===== src/rtl/core/ips_pkg.sv =====
// Shared types and constants for the interleaved PIFO scheduler.
// No dependencies; imported by every module of the block.
`default_nettype none
package ips_pkg;

  localparam logic [2:0] OUT_DROP    = 3'd0;
  localparam logic [2:0] OUT_REJECT  = 3'd1;
  localparam logic [2:0] OUT_ACCEPT  = 3'd2;
  localparam logic [2:0] OUT_DEQUEUE = 3'd3;
  localparam logic [2:0] OUT_EMPTY   = 3'd4;

  localparam logic [23:0] BUDGET_RESET = 24'd1048576;
  localparam logic [23:0] BYTES_MAX    = 24'hFFFFFF;

  typedef enum logic [1:0] {
    OP_ENQ = 2'd0,
    OP_ACK = 2'd1,
    OP_DEQ = 2'd2
  } op_t;

  typedef struct packed {
    op_t         op;
    logic [15:0] handle;
    logic [15:0] bytes;
    logic [31:0] rank;
    logic [47:0] stamp;
  } cmd_t;

  typedef struct packed {
    logic [31:0] rank;
    logic [47:0] stamp;
    logic [15:0] handle;
    logic [15:0] bytes;
  } entry_t;

  typedef struct packed {
    logic [15:0] handle;
    logic [15:0] bytes;
  } ack_entry_t;

endpackage
`default_nettype wire


===== src/rtl/core/ips_front.sv =====
// Front end: takes input items, classifies them and holds them in a two-entry queue.
// Depends on ips_pkg.
`default_nettype none
module ips_front (
  input  wire logic          clk,
  input  wire logic          rst,
  input  wire logic          in_valid,
  output logic               in_stall,
  input  wire logic          action,
  input  wire logic          is_ack,
  input  wire logic [15:0]   packet_handle,
  input  wire logic [15:0]   packet_bytes,
  input  wire logic [31:0]   priority_rank,
  input  wire logic [47:0]   send_stamp,
  output logic               cmd_valid,
  input  wire logic          cmd_take,
  output ips_pkg::cmd_t      cmd
);
  import ips_pkg::*;

  cmd_t       slot [2];
  logic       wr_ptr;
  logic       rd_ptr;
  logic [1:0] count;
  logic       push;
  logic       pop;
  cmd_t       incoming;

  always_comb begin
    incoming.handle = packet_handle;
    incoming.bytes  = packet_bytes;
    incoming.rank   = priority_rank;
    incoming.stamp  = send_stamp;
    priority if (action) begin
      incoming.op = OP_DEQ;
    end else if (is_ack) begin
      incoming.op = OP_ACK;
    end else begin
      incoming.op = OP_ENQ;
    end
  end

  assign in_stall  = (count == 2'd2);
  assign cmd_valid = (count != 2'd0);
  assign cmd       = slot[rd_ptr];
  assign push      = in_valid && !in_stall;
  assign pop       = cmd_valid && cmd_take;

  always_ff @(posedge clk) begin
    if (push) begin
      slot[wr_ptr] <= incoming;
    end
  end

  always_ff @(posedge clk) begin
    if (rst) begin
      wr_ptr <= 1'b0;
      rd_ptr <= 1'b0;
      count  <= 2'd0;
    end else begin
      if (push) wr_ptr <= !wr_ptr;
      if (pop)  rd_ptr <= !rd_ptr;
      count <= count + 2'(push) - 2'(pop);
    end
  end

endmodule
`default_nettype wire


===== config.mk =====
export PLATFORM = sky130hd
export DESIGN_NAME = ips_front
export DESIGN_NICKNAME = d
export VERILOG_FILES = /design/src/rtl/core/ips_pkg.sv /design/src/rtl/core/ips_front.sv
export SDC_FILE = /design/constraint.sdc
export NUM_CORES = 1
export LEC_CHECK = 0
export BUFFER_PORTS_ARGS = -buffer_cell sky130_fd_sc_hd__buf_2
export CORE_MARGIN = 3
export CORE_UTILIZATION = 47
export DETAILED_ROUTE_END_ITERATION = 16
export GPL_ROUTABILITY_DRIVEN = 0
export PLACE_DENSITY = 0.73
export SYNTH_ARGS = -nofsm -noshare
export SYNTH_HDL_FRONTEND = slang
export SYNTH_SLANG_ARGS = --single-unit

===== constraint.sdc =====
create_clock -name clk -period 4.1 [get_ports clk]
set_clock_uncertainty 0.1 [all_clocks]
set_input_delay 0.82 -clock clk [delete_from_list [all_inputs] [get_ports clk]]
set_output_delay 0.82 -clock clk [all_outputs]
set_load 0.1 [all_outputs]

== Word-level counts from Yosys, hierarchy flattened ==
Memories as Yosys holds them, arrays and structs flattened. A register that Yosys moved wholly into a read port is not among the register bits.
Index checks and enable logic that the tools add are counted.
Cells by class
  $add $sub $neg: 2
  equality and inequality tests: 1
  muxes and demuxes: 6
  reduce and logical (&&, ||, !) cells: 6
Operators by type and width (count)
  $mux W1: 5
  $logic_not A1 Y1: 3
  $add A2 B1 Y2: 1
  $eq A2 B2 Y1 const B: 1
  $logic_and A1 B1 Y1: 2
  $mux W2: 1
  $reduce_bool A2 Y1: 1
  $sub A2 B1 Y2: 1
Word-level totals
  flip-flop bits (word level): 4
  memory bits (writable): 228
  input port bits: 118
  output and inout bits: 116
  logic and storage cells: 19
  memories kept: 1
Memory list
  slot: depth 2, bits a word 114, rd ports 1, clocked after memory_dff 1, write ports 1, line ips_front.sv:21  | cmd_t slot [2];

== Longest topological paths before layout ==
Gate-level depths: netlist of run 1.
  word-level depth: 5
  depth in mapped cells: 8

== Worst setup path after synthesis of run 1 ==
OpenSTA, ideal clock, no wires.
  kind: reg-to-reg
  start point: reg count[0]
  end point: mem slot[0][0] (netlist name), enable pin
  arrival time: 3.540 ns
  required time: 3.533 ns
  slack: -0.008 ns
  cell stages (with the launch flop): 5
  path buffers: 0
  path through: dfxtp_1 -> nand2b_2 -> inv_1 -> or3_1 -> inv_1
On the way
  cells in the longest elaborated chain, start to end: 5
Ends and longest elaborated chain
  from (decl): line ips_front.sv:24  | logic [1:0] count;
  from (signal assigned): line ips_front.sv:63  | count <= count + 2'(push) - 2'(pop);
  $eq A2 B2 Y1: line ips_front.sv:43  | assign in_stall = (count == 2'd2);
  named net in_stall: line ips_front.sv:8  | output logic in_stall,
  $logic_not A1 Y1: line ips_front.sv:46  | assign push = in_valid && !in_stall;
  $logic_and A1 B1 Y1: line ips_front.sv:46
  $mux W1: line ips_front.sv:50  | if (push) begin
  $mux W1 (implied by the code): line ips_front.sv:51  | slot[wr_ptr] <= incoming;
  to (decl): line ips_front.sv:21
The timed path passes the listed nets, and every way through them passes these cells.

==> metrics.md, run 1 <==
| Metric | Value |
|---|---|
| Status | complete, no violations |
| Unrepaired setup endpoints after global routing | false |
| CP arrival | 2.26 ns |
| Cell total after placement | 836 |
| Commonest non-fill, non-tap cell in the layout | buf_2 |
| CP bufs+invs | 2 |
| Max-slew violation count | 0 |
| Worst path top cell family by delay | flip-flops |
| Rel. slew slack | 43.3% |
| Setup bufs post-CTS | 0 |
| IO Pins | 234 |
| Netlist cell types | 23 |
| Synthesized flop and latch total | 233 |
| Syn_nets | slightly above 500 |
| Reg clk slew, reported paths | 0.06 ns |
| Hold Path Class | input pin to flop |
| Final WL | around 16000 µm |
| Ratio of cells with drive above 1 in the final layout | 60.3% |
| CTS tree | yes |
| Worst-Margin Slew | 0.851 ns |
| First-pass GRT wire length | 24300 µm |
| Finished Layout Cells | 881 |
| DR iter-0 viols | between 150 and 200 |
| Crit Path Max Fanout | 47 |
| Dpl ws | ~1.4 ns |
| Max-cap check violation count | 0 |
| H-tree Lvls | 1 |
| Std-Cell Rows | 49 |
| GRT Overall Usage | 15.0% |
| Vias in the first global route | 4690 |
| CP startpoint kind | flop |
| Antenna violations before repair | 1 |
| DRC viols | 0 |
| Final Util | 60.4% |
| Clock sinks | 233 |
| Port Buffers | 233 |
| Mapped cell area | 0.00872 mm² |
| Synthesis-to-finish area growth | 25.4% |
| Clk buf depth | 3 |
| Cells after Synth | 383 |
| Vias per Instance | 4.94 |
| Cts bufs inserted | 25 |
| Worst setup margin | 0.920 ns |
| Starting Density | around half |
| Setup violations, final | 0 |
| Setup Crit Path Kind | flop to output pin |
| Most frequent cells in the layout | buf_2 (233), edfxtp_1 (228), mux2_4 (60), mux2_2 (54), clkbuf_16 (25) |
| Post-Route Setup TNS | 0 ns |
| DIE HEIGHT | 142 µm |
| Core area | about 0.018 mm² |
| Die width | 142 µm |
| Root buffer cell | clkbuf_16 |
| DR WL/cell | 18.0 µm |
| Clk_lat worst skew | 0.50 ns |
| Die area | roughly 0.020 mm² |
| CP max stage delay | 0.69 ns |
| Synth Warn # | 0 |
| Via count | 4353 |
| Grt total ovfl | 0 |
| Pin count of the biggest net entering global routing | 115 |
| CP endpoint kind | output pin |
| Layout fillers | about 1300 |
| Sequential-to-total area share from yosys stat | 79.7% |
| CP Cell Sequence | buf_12, mux2_2, buf_2 |
| Final ANT Viol Nets | 0 |
| Resize count post-CTS | 0 |
| Min Tclk post-route | 3.18 ns |
| Data required time of the worst path | 3.18 ns |
| Pre-Repair DR Iteration Count | 4 |
| Syn avg cell area | 22.8 µm² |
| Hold-fix buffer count after cts | 0 |
| F_max | between 300 and 400 MHz |
| Hold Vio Cnt, Final | 0 |
| Slowest library cell on the worst path | dfxtp_4 |
| Final net count | ~750 |
| Detailed Place HPWL | 10300 µm |
| Tcrit/Tclk final | 77.6% |
==> metal layers <==
| metal | vias to the layer above | GRT usage [%] | share of wire [%] | routed length (µm) |
|---|---|---|---|---|
| met3 | 38 | 5.21 | 8.8 | 1400 |
| met4 | 0 | 4.90 | 2.9 | 464 |
| met2 | 175 | 24.5 | 47 | 7500 |
| li1 | 2013 | - | - | - |
| met5 | - | 0 | 0 | 0 |
| met1 | 2127 | 19.0 | 41 | 6540 |
==> sequential cells by signal (all words and copies together), names as in the netlist, named ones only <==
name    flops
wr_ptr      1
rd_ptr      1
slot      228
count       2
==> synthesized netlist by cell type (all sizes together) <==
cell type	count	area share [%]
ha	2	0.29
o21a	1	0.086
edfxtp	228	79
dfxtp	5	1.1
nand2b	1	0.10
mux2	114	17
xor2	1	0.10
a21oi	1	0.057
nor2b	2	0.14
inv	4	0.17
and3	1	0.072
nor2	3	0.13
and2	1	0.072
nand2	1	0.043
or2	1	0.072
o21ai	1	0.057
xnor2	1	0.10
or3	1	0.072
buf	13	1.4
nor3	1	0.057
==> kinds of logic (layout without fill, tap and decap cells) <==
| kind of cell | Yosys count | after routing | share of synthesized area (%) |
|---|---|---|---|
| AOI/OAI and AO/OA | 3 | 3 | 0.201 |
| adders and majority gates | 2 | 2 | 0.287 |
| xor gates and xnor gates | 2 | 2 | 0.201 |
| buffers and inverters | 17 | 284 | 1.54 |
| muxes | 114 | 114 | 17.3 |
| DFF | 233 | 233 | 79.7 |
| and+or+nand+nor | 12 | 12 | 0.761 |
| other | 0 | 2 | 0 |
==> worst reg2reg max path, stage by stage, from the launching register on <==
cell and delay, ns:
dfxtp_1 0.36, nand2b_2 0.15, and3_4 0.71, buf_12 0.46
==> metrics by stage <==
step	area, µm²	hold WS (ns)
2_1_floorplan	8720	0.352
3_3_place_gp	10100	0.378
3_5_place_dp	10100	0.393
4_1_cts	10900	0.382
5_1_grt	10900	0.379
6_report	10900	0.404
==> area by class of cell <==
type / instances / area (µm²) / share of cell area [%]
repair buffers: 237 / 1250 / 11.4
inverters: 4 / 18.8 / 0.172
clock buffers: 27 / 633 / 5.79
multi-input cells: 133 / 1640 / 15.0
flip-flops and latches: 233 / 6950 / 63.6
well taps: 229 / 287 / 2.62
diodes: 2 / 5.00 / 0.0458
clock inverters: 16 / 153 / 1.40
==> worst paths after layout <==
kind | start | endpoint | slack (ns) | depth (start not counted)
hold / removal | priority_rank[22] | slot[1][70] | 0.40 | 1
hold reg to reg | wr_ptr | wr_ptr | 0.40 | 2
setup / recovery | flop | cmd[18] | 0.92 | 3
setup reg to reg | count[0] | slot[1][5] | 1.94 | 3
Power of run 1 is left out: the tool's default activity adds up to more than one toggle a clock period on the data nets, which glitch-free logic cannot reach.
==> run 2, diff against run 1 <==
ABC_AREA = 1   (was default)
CORE_UTILIZATION = 52   (was 47)
PLACE_DENSITY = 0.77   (was 0.73)
clock period = 3 ns   (was 4.1 ns; I/O delays follow)
==> run 2 against run 1 <==
  * Worst setup slack worse by 0.77 ns
  * Utilization is 6.8 points higher
  * Wire length is 2.0% higher
  * Die area is 9.0% lower
  * Largest cell class unchanged
==> metrics.md, run 2 <==
| Metric | Value |
|---|---|
| Hold Crit Endpoint | count[0] (was slot[1][70]) |
| Die width | 136 µm (was 142 µm) |
| Setup violations, final | 0 (unchanged) |
| Detailed Place HPWL | 10800 µm (was 10300 µm) |
| Multi-input logic area | 0.00163 mm² (was 0.00164 mm²) |
| Root buffer cell | clkbuf_16 (unchanged) |
| Synth top cells by count | edfxtp_1 (228), mux2_4 (60), mux2_2 (54) (unchanged) |
| Core area | 0.0162 mm² (was 0.0181 mm²) |
| DR iter-0 viols | 240 (was 187) |
| CP startpoint kind | flop (unchanged) |
| Final net count | 768 (was 754) |
| Final ANT Viol Nets | 0 (unchanged) |
| Synthesized flop and latch total | 233 (unchanged) |
| Cells after Synth | 396 (was 383) |
| Vias per Instance | 5.05 (was 4.94) |
| Synth Flop Type | edfxtp_1 (unchanged) |
| Clock sinks | 233 (unchanged) |
| Commonest non-fill, non-tap cell in the layout | buf_2 (unchanged) |
| CTS tree | yes (unchanged) |
| Hold Vio Cnt, Final | 0 (unchanged) |
| Grt total ovfl | 0 (unchanged) |
| Worst-Margin Slew | 0.659 ns (was 0.851 ns) |
| Hold Path Class | input pin to flop (unchanged) |
| Synth Warn # | 0 (unchanged) |
| Setup Crit Path Kind | flop to output pin (unchanged) |
| Ratio of cells with drive above 1 in the final layout | 58.5% (was 60.3%) |
| Pre-Repair DR Iteration Count | 4 (unchanged) |
| Top Registers | slot (228), count (2) (unchanged) |
| Starting Density | 54.0% (was 48.2%) |
| Diodes inserted | 0 (was 2) |
| Pin count of the biggest net entering global routing | 66 (was 115) |
| Final WL | 16200 µm (was 15900 µm) |
| Resize count post-CTS | 0 (unchanged) |
| Reg-to-reg critical path startpoint | count[0] (unchanged) |
| Unrepaired setup endpoints after global routing | false (unchanged) |
| Clk buf depth | 3 (unchanged) |
| Syn_nets | 516 (was 503) |
| Max-cap check violation count | 0 (unchanged) |
| Max-slew violation count | 0 (unchanged) |
| Hold-fix buffer count after cts | 0 (unchanged) |
| CP arrival | 2.15 ns (was 2.26 ns) |
| Crit Path Max Fanout | 48 (was 47) |
| Mapped cell area | 0.00873 mm² (was 0.00872 mm²) |
| F_max | 350 MHz |
| GRT Overall Usage | 17.2% (was 15.0%) |
| Data required time of the worst path | 2.30 ns (was 3.18 ns) |
| Reg2Reg Setup Slack | 1.00 ns (was 1.94 ns) |
| Top cell type's share of synthesized area | 78.4% (was 78.6%) |
| Ranking of synthesized cells by area | edfxtp_1 (78%), mux2_4 (10%), mux2_2 (7.0%) (was edfxtp_1 (79%), mux2_4 (10%), mux2_2 (7.0%)) |
| Synth area leader | edfxtp_1 (unchanged) |
| Largest register FFs | 228 (unchanged) |
| Post-Route Setup TNS | 0 ns (unchanged) |
| DR WL/cell | 18.5 µm (was 18.0 µm) |
| Vias in the first global route | 4834 (was 4690) |
| Via count | 4429 (was 4353) |
| Status | complete, no violations (unchanged) |
| FF-to-FF End | slot[1][52] (was slot[1][5]) |
| Most frequent cells in the layout | buf_2 (233), edfxtp_1 (228), mux2_4 (60), mux2_2 (54), clkbuf_16 (23) (was buf_2 (233), edfxtp_1 (228), mux2_4 (60), mux2_2 (54), clkbuf_16 (25)) |
| Setup bufs post-CTS | 0 (unchanged) |
| Number of flops mapped to enable cells by yosys | 228 (unchanged) |
| First-pass GRT wire length | 24600 µm (was 24300 µm) |
| CP endpoint kind | output pin (unchanged) |
| Most common cell in the netlist | edfxtp_1 (unchanged) |
| Hold Crit Start | rst (was priority_rank[22]) |
| Port Buffers | 233 (unchanged) |
| Biggest register | slot (unchanged) |
| Clk_lat worst skew | 0.49 ns (was 0.50 ns) |
| Antenna violations before repair | 1 (unchanged) |
| Min Tclk post-route | 2.85 ns |
| H-tree Lvls | 1 (unchanged) |
| DRC viols | 0 (unchanged) |
| Netlist cell types | 13 (was 23) |
| Sequential-to-total area share from yosys stat | 79.5% (was 79.7%) |
| Die area | 0.0184 mm² (was 0.0202 mm²) |
| Tcrit/Tclk final | a little over nine tenths |
| Cts bufs inserted | 23 (was 25) |
| Rel. slew slack | 56.1% (was 43.3%) |
| Synthesis-to-finish area growth | 24.5% (was 25.4%) |
| Std-Cell Rows | 46 (was 49) |
| FFs w/ async S/R, synth | 0% (unchanged) |
| WHS Path Cells | 2 (was 1) |
| R2R cell count | 5 (was 3) |
| DIE HEIGHT | 136 µm (was 142 µm) |
| Register area | 0.00695 mm² (unchanged) |
| Syn avg cell area | 22.1 µm² (was 22.8 µm²) |
| Layout fillers | 1088 (was 1305) |
| IO Pins | 234 (unchanged) |
| Reg clk slew, reported paths | 0.06 ns (about the same) |
==> run 2: cell types whose count changed after synthesis, sizes merged, moves of 2 or more <==
cell	change
inv	+7
nand2	+7
nand3	+3
nor2	+7
nor2b	-2
==> run 2: area by class of cell <==
class | instances | area share, %
well taps | 216 | 2.49
multi-input cells | 139 | 15.0
clock inverters | 13 | 0.990
repair buffers | 240 | 11.8
clock buffers | 25 | 5.36
inverters | 11 | 0.414
flip-flops and latches | 233 | 63.9
==> run 2: worst max path at each step <==
| stage | start | endpoint | slack (ns) | depth (start not counted) |
|---|---|---|---|---|
| global placement | flop | cmd[10] | 0.66 | 3 |
| detailed placement | flop | cmd[10] | 0.64 | 3 |
| finish | flop | cmd[10] | 0.15 | 3 |
| CTS | flop | cmd[10] | 0.10 | 3 |
| global route | flop | cmd[10] | 0.06 | 3 |
| floorplan | in_valid | slot[1][0] | 0.1 | 2 |
==> run 2: cell families after synthesis <==
group                    count (synthesis)  synth area share (%)
adder cells (fa/ha/maj)                  2                 0.286
flip-flops                             233                  79.5
multiplexers                           114                  17.3
buffers and inverters                   24                  1.83
AND/OR/NAND/NOR                         21                 0.946
AO/OA/AOI/OAI                            2                 0.115
==> run 2: per-layer routing <==
| layer | wire [µm] | vias to the layer above | track usage, % |
|---|---|---|---|
| met5 | 7 | - | 0 |
| li1 | - | 2045 | - |
| met3 | 1540 | 22 | 5.50 |
| met1 | 6130 | 2154 | 20.9 |
| met4 | 278 | 2 | 4.14 |
| met2 | 8270 | 206 | 30.0 |
==> run 2: stage by stage <==
step	cells	hold slack (ns)	setup slack [ns]	util (%)	instance area, µm²
after floorplan	396	0.367	0.0959	-	8740
after global placement	839	0.385	0.656	63.0	10200
after detailed placement	839	0.424	0.638	63.0	10200
after CTS	877	0.158	0.103	67.2	10900
after global routing	877	0.162	0.0585	67.2	10900
final	877	0.178	0.146	67.2	10900
==> run 2: critical path: stages, from the launching register on <==
cell	delay [ns]
dfxtp_4	0.61
buf_12	0.31
mux2_2	0.40
buf_2	0.30
Power of run 2 is left out for the same reason.
==> run 3, diff against run 2 <==
CORE_ASPECT_RATIO = 1.5   (was default)
==> run 3 against run 2 <==
  * Register-to-register slack better by 0.13 ns
  * Final area is 0.44% lower
  * Worst hold slack gained 0.0075 ns
  * First-iteration DRC count shrank 26%
  * Non-clock buffer count grew 4
  * Wire length up 0.54%
  * Critical path depth did not move
  * Clock-buffer cell count up 2
  * Final cell count shrank 0.68%
  * Utilization fell by 0.95 points
  * Sequential share of layout area rose by 0.28 points
  * Highest routed layer is now met4
==> metrics.md, run 3 (synthesized netlist as in run 2, its figures left out) <==
| Metric | Value |
|---|---|
| Most frequent cells in the layout | buf_2 (233), edfxtp_1 (228), mux2_4 (60), mux2_2 (54), clkbuf_16 (21) (was buf_2 (233), edfxtp_1 (228), mux2_4 (60), mux2_2 (54), clkbuf_16 (23)) |
| Die area | 0.0184 mm² (about the same) |
| GRT Overall Usage | 16.9% (was 17.2%) |
| Largest register FFs | 228 (unchanged) |
| CP max stage delay | 0.68 ns (was 0.61 ns) |
| CTS tree | yes (unchanged) |
| Hold Vio Cnt, Final | 0 (unchanged) |
| Setup bufs post-CTS | 0 (unchanged) |
| Ratio of cells with drive above 1 in the final layout | 58.7% (was 58.5%) |
| Final Util | 66.3% (was 67.2%) |
| Hold Path Class | input pin to flop (unchanged) |
| WHS Path Cells | 2 (unchanged) |
| Pre-Repair DR Iteration Count | 4 (unchanged) |
| Slowest library cell on the worst path | dfxtp_4 (unchanged) |
| Pin count of the biggest net entering global routing | 68 (was 66) |
| Final ANT Viol Nets | 0 (unchanged) |
| Vias per Instance | 5.15 (was 5.05) |
| Grt total ovfl | 0 (unchanged) |
| Reg-to-reg critical path startpoint | count[0] (unchanged) |
| Vias in the first global route | 4854 (was 4834) |
| IO Pins | 234 (unchanged) |
| DR WL/cell | 18.7 µm (was 18.5 µm) |
| Clk buf depth | 3 (unchanged) |
| Die width | 112 µm (was 136 µm) |
| Status | complete, no violations (unchanged) |
| Top Registers | slot (228), count (2) (unchanged) |
| Core area | 0.0163 mm² (was 0.0162 mm²) |
| Tcrit/Tclk final | 95.1% (about the same) |
| Std-Cell Rows | 57 (was 46) |
| Post-Route Setup TNS | 0 ns (unchanged) |
| Max-slew violation count | 0 (unchanged) |
| DR iter-0 viols | 177 (was 240) |
| Hold Crit Start | rst (unchanged) |
| DRC viols | 0 (unchanged) |
| Reg clk slew, reported paths | 0.06 ns (about the same) |
| Biggest register | slot (unchanged) |
| Final WL | 16300 µm (was 16200 µm) |
| Clock sinks | 233 (unchanged) |
| DIE HEIGHT | 165 µm (was 136 µm) |
| Setup Crit Path Kind | flop to output pin (unchanged) |
| Unrepaired setup endpoints after global routing | false (unchanged) |
| Via count | 4484 (was 4429) |
| Root buffer cell | clkbuf_16 (unchanged) |
| Clk_lat worst skew | 0.48 ns (was 0.49 ns) |
| Cts bufs inserted | 20 (was 23) |
| First-pass GRT wire length | 24600 µm (about the same) |
| CP arrival | 2.15 ns (about the same) |
| Starting Density | 53.5% (was 54.0%) |
| CP startpoint kind | flop (unchanged) |
| Setup violations, final | 0 (unchanged) |
| Port Buffers | 233 (unchanged) |
| Worst path top cell family by delay | flip-flops (unchanged) |
| Synthesis-to-finish area growth | 23.9% (was 24.5%) |
| CP Cell Sequence | buf_4, mux2_2, buf_2 (was buf_12, mux2_2, buf_2) |
| CP endpoint kind | output pin (unchanged) |
| H-tree Lvls | 1 (unchanged) |
| Crit Path Max Fanout | 28 (was 48) |
| Worst-Margin Slew | 0.646 ns (was 0.659 ns) |
| Detailed Place HPWL | 11400 µm (was 10800 µm) |
| Layout fillers | 1101 (was 1088) |
| Antenna violations before repair | 1 (unchanged) |
| R2R cell count | 5 (unchanged) |
| Max-cap check violation count | 0 (unchanged) |
| Data required time of the worst path | 2.30 ns (about the same) |
| F_max | 351 MHz (was 350 MHz) |
| Resize count post-CTS | 0 (unchanged) |
| Final net count | 769 (was 768) |
| Number of cells on the critical path | 3 (unchanged) |
| Min Tclk post-route | 2.85 ns (about the same) |
| Commonest non-fill, non-tap cell in the layout | buf_2 (unchanged) |
| Hold-fix buffer count after cts | 0 (unchanged) |
| Rel. slew slack | 56.9% (was 56.1%) |
| CP bufs+invs | 2 (unchanged) |
==> run 3: cell count changes in the layout (fill, tap and decap cells not counted), sizes merged <==
cell and change:
bufinv -1, diode +2, clkinv -3, buf +4, clkbuf +2
==> run 3: final cells by class <==
type / count / area (µm²) / share of cell area [%]
timing repair buffer: 244 / 1300 / 12.0
multi-input combinational: 139 / 1630 / 15.1
antenna: 2 / 5.00 / 0.0462
inverter: 11 / 45.0 / 0.416
sequential: 233 / 6950 / 64.2
tap: 206 / 258 / 2.38
clock inverter: 9 / 65.1 / 0.601
clock buffer: 27 / 568 / 5.25
==> run 3: final timing paths <==
path / endpoint / slack [ns]
max reg2reg: slot[1][13] / 1.13
max: cmd[1] / 0.15
min reg2reg: flop / 0.42
min: count[0] / 0.19
==> run 3: stage by stage <==
| stage | cell area (µm²) | instances | hold WS, ns | setup slack [ns] |
|---|---|---|---|---|
| after detailed placement | 10200 | 833 | 0.393 | 0.619 |
| after CTS | 10800 | 869 | 0.170 | 0.0901 |
| final | 10800 | 871 | 0.186 | 0.148 |
| after global routing | 10800 | 870 | 0.169 | 0.0449 |
| after floorplan | 8740 | 396 | 0.367 | 0.0959 |
| after global placement | 10200 | 833 | 0.385 | 0.676 |
==> run 3: per-layer routing <==
layer	track usage, %	part of all wire, %	vias up
li1	-	-	2053
met1	17.3	33	2216
met2	32.0	56	171
met3	4.36	6.4	44
met4	7.97	3.7	0
met5	0	0	-
Power of run 3 is left out for the same reason.
